## config.mk

```make
export PLATFORM = sky130hd
export DESIGN_NAME = gtlo_sqrt_cell
export DESIGN_NICKNAME = d
export VERILOG_FILES = /design/src/rtl/core/gtlo_pkg.sv /design/src/rtl/core/gtlo_sqrt_cell.sv
export SDC_FILE = /design/constraint.sdc
export NUM_CORES = 1
export LEC_CHECK = 0
export BUFFER_PORTS_ARGS = -buffer_cell sky130_fd_sc_hd__buf_2
export CAP_MARGIN = 20
export CORE_ASPECT_RATIO = 1.4
export CORE_MARGIN = 2
export CORE_UTILIZATION = 40
export CTS_BUF_LIST = sky130_fd_sc_hd__clkbuf_2
export DETAILED_ROUTE_END_ITERATION = 8
export PLACE_DENSITY = 0.69
export SLEW_MARGIN = 15
export SYNTH_ARGS = -nofsm -noshare
export SYNTH_HDL_FRONTEND = slang
export SYNTH_SLANG_ARGS = --single-unit
```

## constraint.sdc

```tcl
create_clock -name i_clk -period 7.4 [get_ports i_clk]
set_input_delay 0 -clock i_clk [delete_from_list [all_inputs] [get_ports i_clk]]
set_output_delay 0 -clock i_clk [all_outputs]
set_load 0.01 [all_outputs]
```

## src/rtl/core/gtlo_pkg.sv

```systemverilog
// ----------------------------------------------------------------------------
// gtlo_pkg
// Shared types, constants and the arctangent table of the offset pipeline.
// ----------------------------------------------------------------------------
package gtlo_pkg;

    localparam int CW = 40;
    typedef logic signed [CW-1:0] t_cw;

    localparam logic [1:0] CFG_ORIGIN_LAT  = 2'd0;
    localparam logic [1:0] CFG_ORIGIN_LONG = 2'd1;
    localparam logic [1:0] CFG_ORIGIN_ALT  = 2'd2;

    localparam logic [63:0] ONE_Q32         = 64'd4294967296;
    localparam logic [63:0] GAIN_Q32        = 64'd2608131496;
    localparam logic [63:0] RAD_Q64         = 64'd32195642036;
    localparam logic [63:0] HALF_RAD_Q64    = 64'd16097821018;
    localparam logic [63:0] MM_PER_UNIT_Q32 = 64'd47757857342;
    localparam logic [63:0] TWO_R_MM        = 64'd12742000000;
    localparam logic [63:0] HALF_TURN       = 64'd1800000000;
    localparam logic [63:0] QUARTER_TURN    = 64'd900000000;
    localparam logic [63:0] FULL_TURN       = 64'd3600000000;
    localparam logic [63:0] ROUND_HALF      = 64'd2147483648;

    localparam logic [31:0] ATAN_TAB [33] = '{
        32'd3373259426, 32'd1991351318, 32'd1052175346, 32'd534100635, 32'd268086748,
        32'd134174063, 32'd67103403, 32'd33553749, 32'd16777131, 32'd8388597,
        32'd4194303, 32'd2097152, 32'd1048576, 32'd524288, 32'd262144, 32'd131072,
        32'd65536, 32'd32768, 32'd16384, 32'd8192, 32'd4096, 32'd2048, 32'd1024,
        32'd512, 32'd256, 32'd128, 32'd64, 32'd32, 32'd16, 32'd8, 32'd4, 32'd2, 32'd1
    };

    typedef struct packed {
        logic [63:0] n;
        logic [63:0] r;
    } t_sq;

    typedef struct packed {
        logic [32:0] p;
        logic        pz;
    } t_sq_side;

    typedef struct packed {
        logic [34:0]        ns;
        logic signed [27:0] down;
    } t_side;

    function automatic t_cw atan_q32(input int i);
        logic [5:0] k;
        k = 6'(i);
        if (i >= 0 && i <= 32) begin
            return t_cw'({8'd0, ATAN_TAB[k]});
        end
        return '0;
    endfunction

endpackage

```

## src/rtl/core/gtlo_sqrt_cell.sv

```systemverilog
// ----------------------------------------------------------------------------
// gtlo_sqrt_cell
// One registered step of the restoring integer square root, one result bit.
// ----------------------------------------------------------------------------
module gtlo_sqrt_cell import gtlo_pkg::*; #(
    parameter int K = 0
) (
    input  logic     i_clk,
    input  logic     i_en,
    input  t_sq      i_st,
    input  t_sq_side i_sd,
    output t_sq      o_st,
    output t_sq_side o_sd
);

    localparam logic [63:0] BIT = 64'd1 << (62 - 2 * K);

    t_sq      r_st;
    t_sq_side r_sd;
    logic [63:0] t;

    assign t = i_st.r + BIT;

    always_ff @(posedge i_clk) begin
        if (i_en) begin
            r_sd <= i_sd;
            if (i_st.n >= t) begin
                r_st.n <= i_st.n - t;
                r_st.r <= (i_st.r >> 1) + BIT;
            end else begin
                r_st.n <= i_st.n;
                r_st.r <= i_st.r >> 1;
            end
        end
    end

    assign o_st = r_st;
    assign o_sd = r_sd;

endmodule

```

==> metrics.txt <==
Synth area leader=sky130_fd_sc_hd__edfxtp_1; Core Footprint=23810 um2; largest net degree at the start of global routing=89; met3 routed wirelength=1.688 mm; type of destination of the critical path=register; Unique masters post-synth=58; setup total negative slack=0 ps; cell type with the highest occurrence count on the critical path=sky130_fd_sc_hd__a21oi_1; Worst-Margin Slew=987.7 ps; Max Root-Sink Buffers=2; total of warnings raised by yosys=0; run status=completed; number of synthesized register bits=162; final slew viol count=0; count of instances resized after the clock tree is built=0; grt ovf=0; leading post-synthesis cells by instance count=sky130_fd_sc_hd__edfxtp_1, sky130_fd_sc_hd__a21oi_1, sky130_fd_sc_hd__nor2_1; cell breakdown of the critical path=dlygate4sd3_1 > buf_2 > inv_1 > ha_1 > o211ai_1 > a21oi_1 > o41ai_1 > nand4bb_1 > a31oi_1 > o21ai_1 > a21oi_1 > o221ai_1 > xnor2_1 > a21oi_1 > dlygate4sd3_1; CP Launch Type=input pin; cell area power density=170.0 nW/um2; TritonCTS clock tree=done; fraction of registers with async set or reset after synthesis=0; wire length on met2=16.76 mm; layout net count=1754; minimum clock period after layout=3859 ps; Buffers on Ports=325; share of the synthesized area in the top cell type=0.5051; total number of placement rows=67; drt pass-1 iters=5; first-pass GRT wire length=47.86 mm; Num CTS Buffers=17; number of antenna violations at the first check in global routing=5; Post-synth EDFFs=162; via count=9420; Mapped Area=9630 um2; final core utilization=0.6179; Final setup violation count=0; register clock-pin slew on the reported worst setup and hold paths=220 ps; main flop type after synthesis=sky130_fd_sc_hd__edfxtp_1; routed length on met1=11.27 mm; portion of the post-synthesis area used by sequential elements=0.5051; synth top area cells=sky130_fd_sc_hd__edfxtp_1, sky130_fd_sc_hd__ha_1, sky130_fd_sc_hd__a21oi_1; RSZ-0062 raised after global routing=false; proportion of layout cells with a drive suffix above 1=0.2438; number of global-route vias before repair=9786; final antenna-violating net count=0; weighted congestion reported at the end of routability-driven placement=0.8150; placed wire-length estimate=20.15 mm; initial core utilization=0.4045; Die H=187.6 um; average via count per standard cell=5.086; clk root buf=sky130_fd_sc_hd__clkbuf_2; area grow syn2layout=52.76%; Routed WL per cell=16.73 um; Initial DRC Count=463; leakage dissipation=0.006605 uW; die area=25350 um2; number of design rule violations left after detail routing=0; crit path max fanout=6; Crit path arrival time=4430 ps; WS Path Type=input pin to register; Clock Sink Count=162; die extent in x=135.1 um; number of instances in the synthesized netlist=919; critical path's largest stage delay=610 ps; min-delay worst type=input pin to register; wire length after detailed routing=30.99 mm; net count after synthesis=1148; total routing usage reported by global routing=0.2417; cell with the most instances after synthesis=sky130_fd_sc_hd__edfxtp_1; top metal layer carrying routed signals=met5; Avg Synthesized Cell Area=10.48 um2; final clock period utilization by the worst path=0.5215; endpoint required time on the critical path=7970 ps; standard cell with the maximum stage delay on the critical path=sky130_fd_sc_hd__o41ai_1; Max H-tree Level=4; IR drop worst, VDD=0.0001015 V; io pins=326; worst rel slew slack=0.3416; Fin. Hold Viols=0; Max Clock Freq=0.2591 GHz; maxcap violations=0
-- where the power goes --
part	total [uW]	internal [uW]	switching [uW]
Combinational	859	412	447
Sequential	1160	1130	25.9
Clock	483	156	328
Total	2500	1700	800
-- routing by layer --
layer,track usage,up-vias
met1,0.2460,4414
li1,-,4580
met4,0.1170,2
met3,0.05245,92
met5,0,-
met2,0.4580,332
-- worst max-delay path: cells and delay by family --
| family | cells | cell delay (ps) |
|---|---|---|
| AOI/OAI and AO/OA | 8 | 2330 |
| xor gates and xnor gates | 1 | 190 |
| and+or+nand+nor | 1 | 250 |
| buffers and inverters | 4 | 1260 |
| adders and majority gates | 1 | 400 |
-- layout by cell type (no fill, tap or decap), drive strengths merged, types with 4 or more instances in the layout --
cell type    count
a211oi           4
and2            10
or3              4
xnor2           36
o21ai           43
or2              4
diode            4
inv             78
o31a             5
and3            13
edfxtp         162
xor2            20
clkinv           5
nor2            82
clkinvlp         4
ha              64
a31oi            7
buf            328
a41oi            5
a21oi          111
o21bai          11
a21o            49
dlygate4sd3    296
nand4           18
nand3           14
o21a             7
nor2b           10
o211ai           7
nor3            12
a21boi           5
nand2           52
clkbuf          21
mux2            14
-- kinds of logic after synthesis --
family | share of synthesized area
xor+xnor | 0.05093
flops | 0.5051
mux | 0.01741
compound gates | 0.1771
buf+inv | 0.04638
simple gates | 0.1178
fa+ha+maj | 0.08523
-- area by class of cell --
type                       count  area (um2)
timing repair buffer         624        4618
sequential                   162        4865
clock buffer                  21       105.1
antenna                        4       10.01
clock inverter                11       113.9
fill                        1927        9096
inverter                      78       292.8
multi-input combinational    642        4319
tap                          310       387.9
-- path summary, 6_finish.rpt --
check,cells past startpoint,end,start,slack [ps]
setup / recovery,15,o_st[108]$_DFFE_PP_,i_st[3],3540
hold / removal,3,o_st[80]$_DFFE_PP_,i_st[80],70
-- through the flow --
step	instance area [um2]	cells	total power [uW]	hold slack (ps)	worst slack [ps]
2_1_floorplan	9630	919	1608	98.87	4537
3_3_place_gp	11520	1520	1855	176.8	3764
5_1_grt	14710	1852	2634	0.1006	3393
4_1_cts	14700	1848	2495	0.4988	3641
3_5_place_dp	11520	1520	1865	178.1	3649
6_report	14710	1852	2501	73.49	3541
-- what timing repair did --
item / CTS / global route
setup buffers: 0 / 0
hold endpoints to repair: 249 / 0
hold buffers: 296 / 0
-- registers in the layout, summed over array words and instances (netlist names) --
name  flops
o_st    128
o_sd     34
Note: power is estimated with default switching activity, not from simulation.
