===== src/rtl/core/gtlo_pkg.sv =====
// ----------------------------------------------------------------------------
// gtlo_pkg
// Shared types, constants and the arctangent table of the offset pipeline.
// ----------------------------------------------------------------------------
package gtlo_pkg;

    localparam int CW = 40;
    typedef logic signed [CW-1:0] t_cw;

    localparam logic [1:0] CFG_ORIGIN_LAT  = 2'd0;
    localparam logic [1:0] CFG_ORIGIN_LONG = 2'd1;
    localparam logic [1:0] CFG_ORIGIN_ALT  = 2'd2;

    localparam logic [63:0] ONE_Q32         = 64'd4294967296;
    localparam logic [63:0] GAIN_Q32        = 64'd2608131496;
    localparam logic [63:0] RAD_Q64         = 64'd32195642036;
    localparam logic [63:0] HALF_RAD_Q64    = 64'd16097821018;
    localparam logic [63:0] MM_PER_UNIT_Q32 = 64'd47757857342;
    localparam logic [63:0] TWO_R_MM        = 64'd12742000000;
    localparam logic [63:0] HALF_TURN       = 64'd1800000000;
    localparam logic [63:0] QUARTER_TURN    = 64'd900000000;
    localparam logic [63:0] FULL_TURN       = 64'd3600000000;
    localparam logic [63:0] ROUND_HALF      = 64'd2147483648;

    localparam logic [31:0] ATAN_TAB [33] = '{
        32'd3373259426, 32'd1991351318, 32'd1052175346, 32'd534100635, 32'd268086748,
        32'd134174063, 32'd67103403, 32'd33553749, 32'd16777131, 32'd8388597,
        32'd4194303, 32'd2097152, 32'd1048576, 32'd524288, 32'd262144, 32'd131072,
        32'd65536, 32'd32768, 32'd16384, 32'd8192, 32'd4096, 32'd2048, 32'd1024,
        32'd512, 32'd256, 32'd128, 32'd64, 32'd32, 32'd16, 32'd8, 32'd4, 32'd2, 32'd1
    };

    typedef struct packed {
        logic [63:0] n;
        logic [63:0] r;
    } t_sq;

    typedef struct packed {
        logic [32:0] p;
        logic        pz;
    } t_sq_side;

    typedef struct packed {
        logic [34:0]        ns;
        logic signed [27:0] down;
    } t_side;

    function automatic t_cw atan_q32(input int i);
        logic [5:0] k;
        k = 6'(i);
        if (i >= 0 && i <= 32) begin
            return t_cw'({8'd0, ATAN_TAB[k]});
        end
        return '0;
    endfunction

endpackage


===== src/rtl/core/gtlo_cordic_cell.sv =====
// ----------------------------------------------------------------------------
// gtlo_cordic_cell
// One registered CORDIC micro-rotation, rotation or vectoring mode.
// ----------------------------------------------------------------------------
module gtlo_cordic_cell import gtlo_pkg::*; #(
    parameter int IDX    = 0,
    parameter bit VECTOR = 1'b0
) (
    input  logic i_clk,
    input  logic i_en,
    input  t_cw  i_x,
    input  t_cw  i_y,
    input  t_cw  i_z,
    output t_cw  o_x,
    output t_cw  o_y,
    output t_cw  o_z
);

    localparam t_cw ANG = atan_q32(IDX);

    t_cw r_x, r_y, r_z;
    t_cw xs, ys;
    logic u;

    assign xs = i_x >>> IDX;
    assign ys = i_y >>> IDX;
    assign u  = VECTOR ? i_y[CW-1] : ~i_z[CW-1];

    always_ff @(posedge i_clk) begin
        if (i_en) begin
            if (u) begin
                r_x <= i_x - ys;
                r_y <= i_y + xs;
                r_z <= i_z - ANG;
            end else begin
                r_x <= i_x + ys;
                r_y <= i_y - xs;
                r_z <= i_z + ANG;
            end
        end
    end

    assign o_x = r_x;
    assign o_y = r_y;
    assign o_z = r_z;

endmodule


===== config.mk =====
export PLATFORM = sky130hd
export DESIGN_NAME = gtlo_cordic_cell
export DESIGN_NICKNAME = d
export VERILOG_FILES = /design/src/rtl/core/gtlo_pkg.sv /design/src/rtl/core/gtlo_cordic_cell.sv
export SDC_FILE = /design/constraint.sdc
export NUM_CORES = 1
export LEC_CHECK = 0
export ABC_AREA = 1
export BUFFER_PORTS_ARGS = -buffer_cell sky130_fd_sc_hd__buf_2
export CORE_MARGIN = 2
export CORE_UTILIZATION = 45
export DETAILED_ROUTE_END_ITERATION = 8
export GPL_ROUTABILITY_DRIVEN = 0
export HOLD_SLACK_MARGIN = 0.12
export PLACE_DENSITY = 0.68
export SYNTH_ARGS = -nofsm -noshare
export SYNTH_HDL_FRONTEND = slang
export SYNTH_SLANG_ARGS = --single-unit

===== constraint.sdc =====
create_clock -name i_clk -period 6 [get_ports i_clk]
set_clock_uncertainty 0.2 [all_clocks]
set_input_delay 0.9 -clock i_clk [delete_from_list [all_inputs] [get_ports i_clk]]
set_output_delay 0.9 -clock i_clk [all_outputs]
set_load 0.01 [all_outputs]

==> impl_metrics.env, run 1 <==
export IMPL_die_area_um2=36100
export IMPL_synth_top_area_share=0.230
export IMPL_root_buffer="clkbuf_16"
export IMPL_synth_area_leaders="edfxtp_1, nand2_1, ha_1"
export IMPL_synth_adder_area_share=0.129
export IMPL_cts_made_buffers=17
export IMPL_yosys_warnings=0
export IMPL_final_cell_area_um2=17500
export IMPL_cts_resized=0
export IMPL_clockBufferDepth=2
export IMPL_final_cell_mix="nand2_1, inv_1, buf_2"
export IMPL_synth_cell_area_um2=15600
export IMPL_clk_pin_slew_worst_paths_ns=0.05
export IMPL_vias=16700
export IMPL_synth_edff_count=119
export IMPL_overflow=0
export IMPL_highest_layer="met4"
export IMPL_via_per_inst=5.50
export IMPL_p_int_mw=2.22
export IMPL_final_setup_viol_count=0
export IMPL_min_period_ns=3.53
export IMPL_synth_top_family_by_area="simple AND/OR/NAND/NOR gates"
export IMPL_endpoint_kind="flop"
export IMPL_met1_length_um=21100
export IMPL_nets=2856
export IMPL_switchingPower_mw=1.51
export IMPL_initial_core_util=0.454
export IMPL_wirelength_um=52800
export IMPL_drtIter0Drc=1719
export IMPL_cts_sinks=119
export IMPL_synth_nets=2648
export IMPL_groute_usage_overall=0.291
export IMPL_wl_met2_um=24400
export IMPL_drc=0
export IMPL_dr_wl_met3_um=4990
export IMPL_synth_compound_area_share=0.142
export IMPL_core_area_um2=34300
export IMPL_power_density_nw_per_um2=213
export IMPL_synth_seq_area_share=0.230
export IMPL_synth_simple_area_share=0.353
export IMPL_status="finished clean"
export IMPL_place_area_um2=16900
export IMPL_drive_gt1_frac=0.166
export IMPL_hold_buffers=0
export IMPL_startpoint_type="input port"
export IMPL_synth_top_area_cell="edfxtp_1"
export IMPL_leakage_nw=8.92
export IMPL_syn_mean_instance_area_um2=6.57
export IMPL_fp_dieH_um=190
export IMPL_cts_tree="yes"
export IMPL_final_common_cell="nand2_1"
export IMPL_rows=68
export IMPL_cts_htree_levels=4
export IMPL_p_clk_frac=0.286
export IMPL_areaGrowthSynthToFinish_pct=12.4
export IMPL_synthMuxAreaShare=0.000644
export IMPL_totalNegativeSetupSlack_ns=0
export IMPL_io_buffers=241
export IMPL_final_cells=3043
export IMPL_first_global_vias=15900
export IMPL_drv_slew=0
export IMPL_async_flop_share=0
export IMPL_antenna_left=0
export IMPL_synth_xor_area_share=0.0315
export IMPL_synth_seq_cells=119
export IMPL_antenna_cells=0
export IMPL_io_pins=242
export IMPL_dp_hpwl_um=43100
export IMPL_p_seq_frac=0.298
export IMPL_slew_headroom=0.216
export IMPL_netlist_instances=2368
export IMPL_maxCapViolations=0
export IMPL_ys_types=48
export IMPL_hold_class="input port to flop"
export IMPL_grt_max_degree=92
export IMPL_min_from="i_z[0]"
export IMPL_critPathMaxFanout=91
export IMPL_worst_endpoint_arrival_ns=3.53
export IMPL_rsz0062_at_grt="no"
export IMPL_wl_per_cell_um=17.4
export IMPL_irDropWorstVdd_mv=0.194
export IMPL_crit_type="input port to flop"
export IMPL_cp_startpoint="i_z[39]"
export IMPL_max_clock_freq_mhz=283
export IMPL_first_pass_iters=6
export IMPL_antenna_found_initial=0
export IMPL_synth_top_flop_cell="edfxtp_1"
export IMPL_comb_power_share=0.415
export IMPL_hold_viol=0
export IMPL_die_w_um=190
export IMPL_worst_slew_pin_slew_ns=1.18
export IMPL_placed_cells=3012
export IMPL_postCtsSetupRepairBufs=0
export IMPL_grt_pass1_wl_um=81700
export IMPL_period_share=0.589
export IMPL_crit_required_ns=6.00
export IMPL_sw_frac_of_total=0.404
-- power by group through the flow --
stage                     registers (mW)  clock network (mW)  logic (mW)
after floorplan                     1.20                   0       0.961
after global placement              1.13                   0        1.48
after detailed placement            1.13                   0        1.50
after CTS                           1.12                1.08        1.51
after global routing                1.13                1.12        1.70
final                               1.11                1.07        1.55
-- worst max-delay path, stage by stage --
cell	delay, ns
buf_4	0.09
buf_4	0.83
ha_1	0.35
nand2_1	0.13
nor2_1	0.22
inv_1	0.09
nor3_1	0.32
nand3_1	0.12
nand3_1	0.20
nand2_1	0.10
nand3_1	0.09
nand2_1	0.05
-- path summary, 6_finish.rpt --
| path | endpoint | slack, ns | cells after the start |
|---|---|---|---|
| min | o_z[0]$_DFFE_PP_ | 0.43 | 1 |
| max | o_z[37]$_DFFE_PP_ | 2.47 | 12 |
-- layer usage --
layer,global-route usage,vias up
met3,0.0472,150
met2,0.493,908
met1,0.364,7601
met4,0.133,0
li1,-,8077
met5,0,-
-- registers in the layout (all words and copies together), names as in the netlist --
name,flops
o_y,39
o_x,40
o_z,40
-- logic make-up after synthesis --
family / after synthesis
buffers and inverters: 407
and+or+nand+nor: 1223
muxes: 1
DFF: 119
xor gates and xnor gates: 56
AOI/OAI and AO/OA: 404
adders and majority gates: 158
-- synth_stat cells (9+ instances only) --
master / instances
nand2_1: 671
inv_1: 336
nand3_1: 190
nor2_1: 190
a21oi_1: 186
ha_1: 154
o21ai_0: 130
edfxtp_1: 119
xor2_1: 49
nand2_2: 39
nor2_2: 33
buf_6: 27
o21ai_1: 24
nor2_4: 23
nor3_1: 20
nand4_1: 17
inv_2: 15
o21bai_1: 15
nand3_2: 13
buf_4: 11
nand2_4: 11
a31oi_1: 9
buf_2: 9
-- through the flow --
step / total power, mW / hold slack [ns] / utilization / setup WS (ns)
detailed placement: 2.64 / 0.887 / 0.493 / 2.14
floorplan: 2.16 / 0.799 / - / 2.71
CTS: 3.71 / 0.420 / 0.510 / 2.62
global route: 3.94 / 0.431 / 0.510 / 2.28
finish: 3.73 / 0.435 / 0.510 / 2.47
global placement: 2.61 / 0.885 / 0.493 / 2.21
-- area by class of cell --
type                       count  area [µm²]
clock buffer                  19         433
tap                          455         569
fill                        3442       16800
timing repair buffer         244        1230
clock inverter                12         154
inverter                     352        1320
sequential                   119        3570
multi-input combinational   1842       10200
Note: power is estimated with default switching activity, not from simulation.
==> run 2, diff against run 1 <==
- clock period: 6 -> 3.5 ns (I/O delays scaled with it)
==> run 2 against run 1 <==
Against the previous run: largest cell class unchanged; critical path depth is 1 higher; final cell count rose by 0.43%; total power rose by 70%; sequential power is 72% higher; clock-buffer cell count is 1 lower.
==> impl_metrics.env, run 2 (same netlist as run 1, synthesis figures left out) <==
export IMPL_cts_made_buffers=17
export IMPL_nets=2870
export IMPL_irDropWorstVdd_mv=0.388
export IMPL_root_buffer="clkbuf_16"
export IMPL_critPathMaxFanout=4
export IMPL_crit_required_ns=3.50
export IMPL_critPathBufInv=2
export IMPL_endpoint_kind="flop"
export IMPL_drive_gt1_frac=0.169
export IMPL_wl_per_cell_um=17.7
export IMPL_cts_tree="yes"
export IMPL_drv_slew=0
export IMPL_drtIter0Drc=1907
export IMPL_antenna_cells=0
export IMPL_worst_endpoint_arrival_ns=2.84
export IMPL_die_area_um2=36100
export IMPL_clockBufferDepth=2
export IMPL_critical_path_max_stage_delay_ns=0.56
export IMPL_nFillCells=3501
export IMPL_crit_type="input port to flop"
export IMPL_hold_viol=0
export IMPL_clk_pin_slew_worst_paths_ns=0.06
export IMPL_rsz0062_at_grt="no"
export IMPL_grt_pass1_wl_um=83100
export IMPL_first_pass_iters=8
export IMPL_final_cell_mix="nand2_1, inv_1, buf_2"
export IMPL_drc=0
export IMPL_dp_hpwl_um=44300
export IMPL_grt_max_degree=80
export IMPL_io_pins=242
export IMPL_wirelength_um=54100
export IMPL_first_global_vias=16100
export IMPL_max_clock_freq_mhz=352
export IMPL_holdPathStages=2
export IMPL_via_per_inst=5.56
export IMPL_hold_class="input port to flop"
export IMPL_antenna_left=0
export IMPL_hold_end="o_z[1]$_DFFE_PP_"
export IMPL_worst_slew_pin_slew_ns=0.939
export IMPL_core_area_um2=34300
export IMPL_initial_core_util=0.454
export IMPL_fp_dieH_um=190
export IMPL_final_common_cell="nand2_1"
export IMPL_vias=17000
export IMPL_totalNegativeSetupSlack_ns=0
export IMPL_cts_htree_levels=4
export IMPL_crit_top_cell="nand2_1"
export IMPL_crit_chain="buf_2, ha_1, fa_1, inv_1, nand2_1, nand3_2, a21oi_2, o21ai_1, nand2_1, nand2_1, nand2_1, nand3_1, nand2_1"
export IMPL_slew_headroom=0.374
export IMPL_startpoint_type="input port"
export IMPL_power_density_nw_per_um2=360
export IMPL_maxCapViolations=0
export IMPL_io_buffers=241
export IMPL_areaGrowthSynthToFinish_pct=13.0
export IMPL_final_setup_viol_count=0
export IMPL_leakage_nw=8.98
export IMPL_crit_path_top_delay_cell="fa_1"
export IMPL_min_from="i_z[1]"
export IMPL_cts_sinks=119
export IMPL_groute_usage_overall=0.297
export IMPL_post_route_util=0.512
export IMPL_antenna_found_initial=0
export IMPL_crit_family="adder cells"
export IMPL_min_period_ns=2.84
export IMPL_period_share=0.811
export IMPL_rows=68
export IMPL_die_w_um=190
export IMPL_overflow=0
export IMPL_status="finished clean"
[run 2: cell types whose count changed in the layout (fill, tap and decap cells not counted)]
cell	before	now
clkinv_4	3	1
clkinvlp_4	2	1
clkinv_1	2	4
clkinv_2	3	6
buf_12	0	2
buf_4	5	16
bufinv_16	3	2
clkbuf_1	2	1
inv_6	1	0
dlygate4sd3_1	0	1
[run 2: per-layer routing]
metal / global-route usage / wire [µm]
met1: 0.375 / 21600
met2: 0.489 / 24100
met3: 0.0430 / 5310
met4: 0.163 / 3050
met5: 0 / 0
[run 2: power breakdown]
part / internal [mW] / total, mW / leakage [nW] / switching (mW)
Sequential: 1.85 / 1.91 / 1.16 / 0.0544
Combinational: 0.868 / 2.69 / 7.55 / 1.83
Clock: 1.02 / 1.73 / 0.267 / 0.711
[run 2: final cells by class]
cell class | instances | area [µm²] | share of cell area
timing repair buffer | 258 | 1370 | 0.0778
sequential | 119 | 3570 | 0.203
tap | 455 | 569 | 0.0324
clock buffer | 18 | 429 | 0.0244
clock inverter | 12 | 113 | 0.00641
multi-input combinational | 1842 | 10200 | 0.580
inverter | 352 | 1320 | 0.0753
[run 2: how the worst max path moves through the flow]
stage	start	to	slack, ns	depth (start not counted)
CTS	i_y[0]	o_y[28]$_DFFE_PP_	0.77	14
detailed placement	i_y[0]	o_y[28]$_DFFE_PP_	0.31	14
global placement	i_y[0]	o_y[28]$_DFFE_PP_	0.32	14
global route	i_z[39]	o_z[29]$_DFFE_PP_	0.50	12
floorplan	i_z[39]	o_z[25]$_DFFE_PP_	0.59	14
finish	i_x[0]	o_y[28]$_DFFE_PP_	0.66	13
[run 2: repair_timing]
item | 4_1_cts | 5_1_grt
hold buffers | 1 | 0
endpoints found under the setup margin | 0 | 0
setup buffers | 0 | 0
resized for setup | 0 | 0
endpoints found under the hold margin | 1 | 0
[run 2: per-stage QoR]
step	setup WS [ns]	hold WS [ns]	area, µm²	cells	total power, mW
3_5_place_dp	0.309	0.514	17000	3025	4.55
4_1_cts	0.769	0.237	17600	3056	6.29
3_3_place_gp	0.322	0.505	17000	3025	4.51
6_report	0.661	0.243	17600	3056	6.33
2_1_floorplan	0.589	0.424	15600	2368	3.70
5_1_grt	0.497	0.270	17600	3056	6.68
==> run 3, diff against run 2 <==
- clock period: 3.5 -> 2.9 ns (I/O delays scaled with it)
==> run 3 against run 2 <==
Against the previous run: total power up 22%; clock-buffer cell count grew 2; final cell count rose by 2.7%; critical endpoint is now o_x[28]$_DFFE_PP_.
==> impl_metrics.env, run 3 (same netlist as run 1, synthesis figures left out) <==
export IMPL_io_buffers=241
export IMPL_areaGrowthSynthToFinish_pct=17.1
export IMPL_post_route_util=0.531
export IMPL_critPathBufInv=3
export IMPL_wirelength_um=53400
export IMPL_fin_ws_ns=0.320
export IMPL_hold_end="o_z[1]$_DFFE_PP_"
export IMPL_critPathMaxFanout=10
export IMPL_grt_pass1_wl_um=82100
export IMPL_drv_slew=0
export IMPL_antenna_cells=0
export IMPL_dp_hpwl_um=44300
export IMPL_slew_headroom=0.375
export IMPL_drc=0
export IMPL_maxCapViolations=0
export IMPL_grt_max_degree=80
export IMPL_endpoint_kind="flop"
export IMPL_rows=68
export IMPL_first_pass_iters=6
export IMPL_comb_power_share=0.437
export IMPL_crit_family="simple AND/OR/NAND/NOR gates"
export IMPL_groute_usage_overall=0.292
export IMPL_critical_path_max_stage_delay_ns=0.58
export IMPL_cts_htree_levels=4
export IMPL_p_clk_frac=0.267
export IMPL_io_pins=242
export IMPL_regArea_um2=3570
export IMPL_max_clock_freq_mhz=388
export IMPL_hold_class="input port to flop"
export IMPL_die_w_um=190
export IMPL_crit_chain="buf_2, inv_1, ha_1, inv_1, nand2_1, nand2_1, nand2_1, nand2_1, nand2_1, nand3_1, nand2_1, nand2_2, nand2_1, nand3_1, nand3_1, nand2_1"
export IMPL_cts_made_buffers=17
export IMPL_wl_per_cell_um=17.0
export IMPL_leakage_nw=9.37
export IMPL_totalNegativeSetupSlack_ns=0
export IMPL_nets=2951
export IMPL_first_global_vias=15900
export IMPL_p_seq_frac=0.296
export IMPL_worst_endpoint_arrival_ns=2.57
export IMPL_worst_slew_pin_slew_ns=0.937
export IMPL_final_common_cell="nand2_1"
export IMPL_crit_type="input port to flop"
export IMPL_hold_viol=0
export IMPL_root_buffer="clkbuf_16"
export IMPL_crit_path_top_delay_cell="ha_1"
export IMPL_final_setup_viol_count=0
export IMPL_vias=17100
export IMPL_core_area_um2=34300
export IMPL_drtIter0Drc=1941
export IMPL_cts_resized=0
export IMPL_fp_dieH_um=190
export IMPL_final_cell_mix="nand2_1, inv_1, buf_2"
export IMPL_drive_gt1_frac=0.194
export IMPL_crit_required_ns=2.89
export IMPL_clockBufferDepth=2
export IMPL_holdPathStages=2
export IMPL_cts_tree="yes"
export IMPL_min_from="i_z[1]"
export IMPL_switchingPower_mw=3.17
export IMPL_min_period_ns=2.58
export IMPL_status="finished clean"
export IMPL_die_area_um2=36100
export IMPL_antenna_left=0
export IMPL_initial_core_util=0.454
export IMPL_p_int_mw=4.58
export IMPL_cts_sinks=119
export IMPL_power_density_nw_per_um2=426
export IMPL_crit_top_cell="nand2_1"
export IMPL_antenna_found_initial=0
export IMPL_clk_pin_slew_worst_paths_ns=0.07
export IMPL_via_per_inst=5.44
export IMPL_sw_frac_of_total=0.409
export IMPL_period_share=0.890
export IMPL_pre_cts_ws_ns=-0.0911
export IMPL_irDropWorstVdd_mv=0.428
export IMPL_overflow=0
export IMPL_rsz0062_at_grt="no"
export IMPL_multiInputGateArea_um2=10200
export IMPL_power_mw=7.75
export IMPL_startpoint_type="input port"
export IMPL_nFillCells=3410
[run 3: cell types whose count changed in the layout (fill, tap and decap cells not counted)]
| cell | previous run | this run |
|---|---|---|
| buf_4 | 16 | 94 |
| buf_12 | 2 | 5 |
| clkinv_2 | 6 | 3 |
| clkinvlp_4 | 1 | 4 |
| clkbuf_1 | 1 | 3 |
| inv_6 | 0 | 2 |
| bufinv_16 | 2 | 1 |
| clkinv_1 | 4 | 3 |
[run 3: power by group through the flow]
stage	sequential, mW	clock, mW	combinational [mW]
3_3_place_gp	2.32	0	3.25
3_5_place_dp	2.33	0	3.30
2_1_floorplan	2.47	0	1.99
4_1_cts	2.30	2.09	3.32
5_1_grt	2.31	2.16	3.71
6_report	2.29	2.07	3.39
[run 3: how the worst max path moves through the flow]
stage / startpoint / end / slack [ns] / cells past startpoint
floorplan: i_z[39] / o_z[25]$_DFFE_PP_ / 0.08 / 14
global placement: i_x[5] / o_y[28]$_DFFE_PP_ / -0.02 / 16
detailed placement: i_x[2] / o_x[31]$_DFFE_PP_ / -0.09 / 14
CTS: i_x[2] / o_x[31]$_DFFE_PP_ / 0.36 / 14
global route: i_x[18] / o_y[37]$_DFFE_PP_ / 0.15 / 14
finish: i_x[5] / o_x[28]$_DFFE_PP_ / 0.32 / 16
[run 3: repair_timing]
action	CTS	global route
setup buffers	0	0
hold endpoints to repair	1	0
hold buffers	1	0
[run 3: cell type report]
class                           count  area share
Clock buffer                       20      0.0240
Clock inverter                     12     0.00570
Inverter                          352      0.0726
Multi-Input combinational cell   1842       0.560
Sequential cell                   119       0.196
Tap cell                          455      0.0313
Timing Repair Buffer              339       0.110
[run 3: metrics by stage]
stage / cells / instance area, µm² / hold slack, ns
finish: 3139 / 18200 / 0.179
global route: 3139 / 18200 / 0.173
CTS: 3139 / 18200 / 0.160
detailed placement: 3106 / 17700 / 0.419
global placement: 3106 / 17700 / 0.416
floorplan: 2368 / 15600 / 0.334
[run 3: layer usage]
layer	part of all wire	track usage	wire length (µm)	vias to the layer above
met5	0	0	0	-
met4	0.049	0.135	2600	0
met3	0.083	0.0332	4450	162
met2	0.46	0.490	24400	841
met1	0.41	0.375	22000	7786
li1	-	-	-	8273
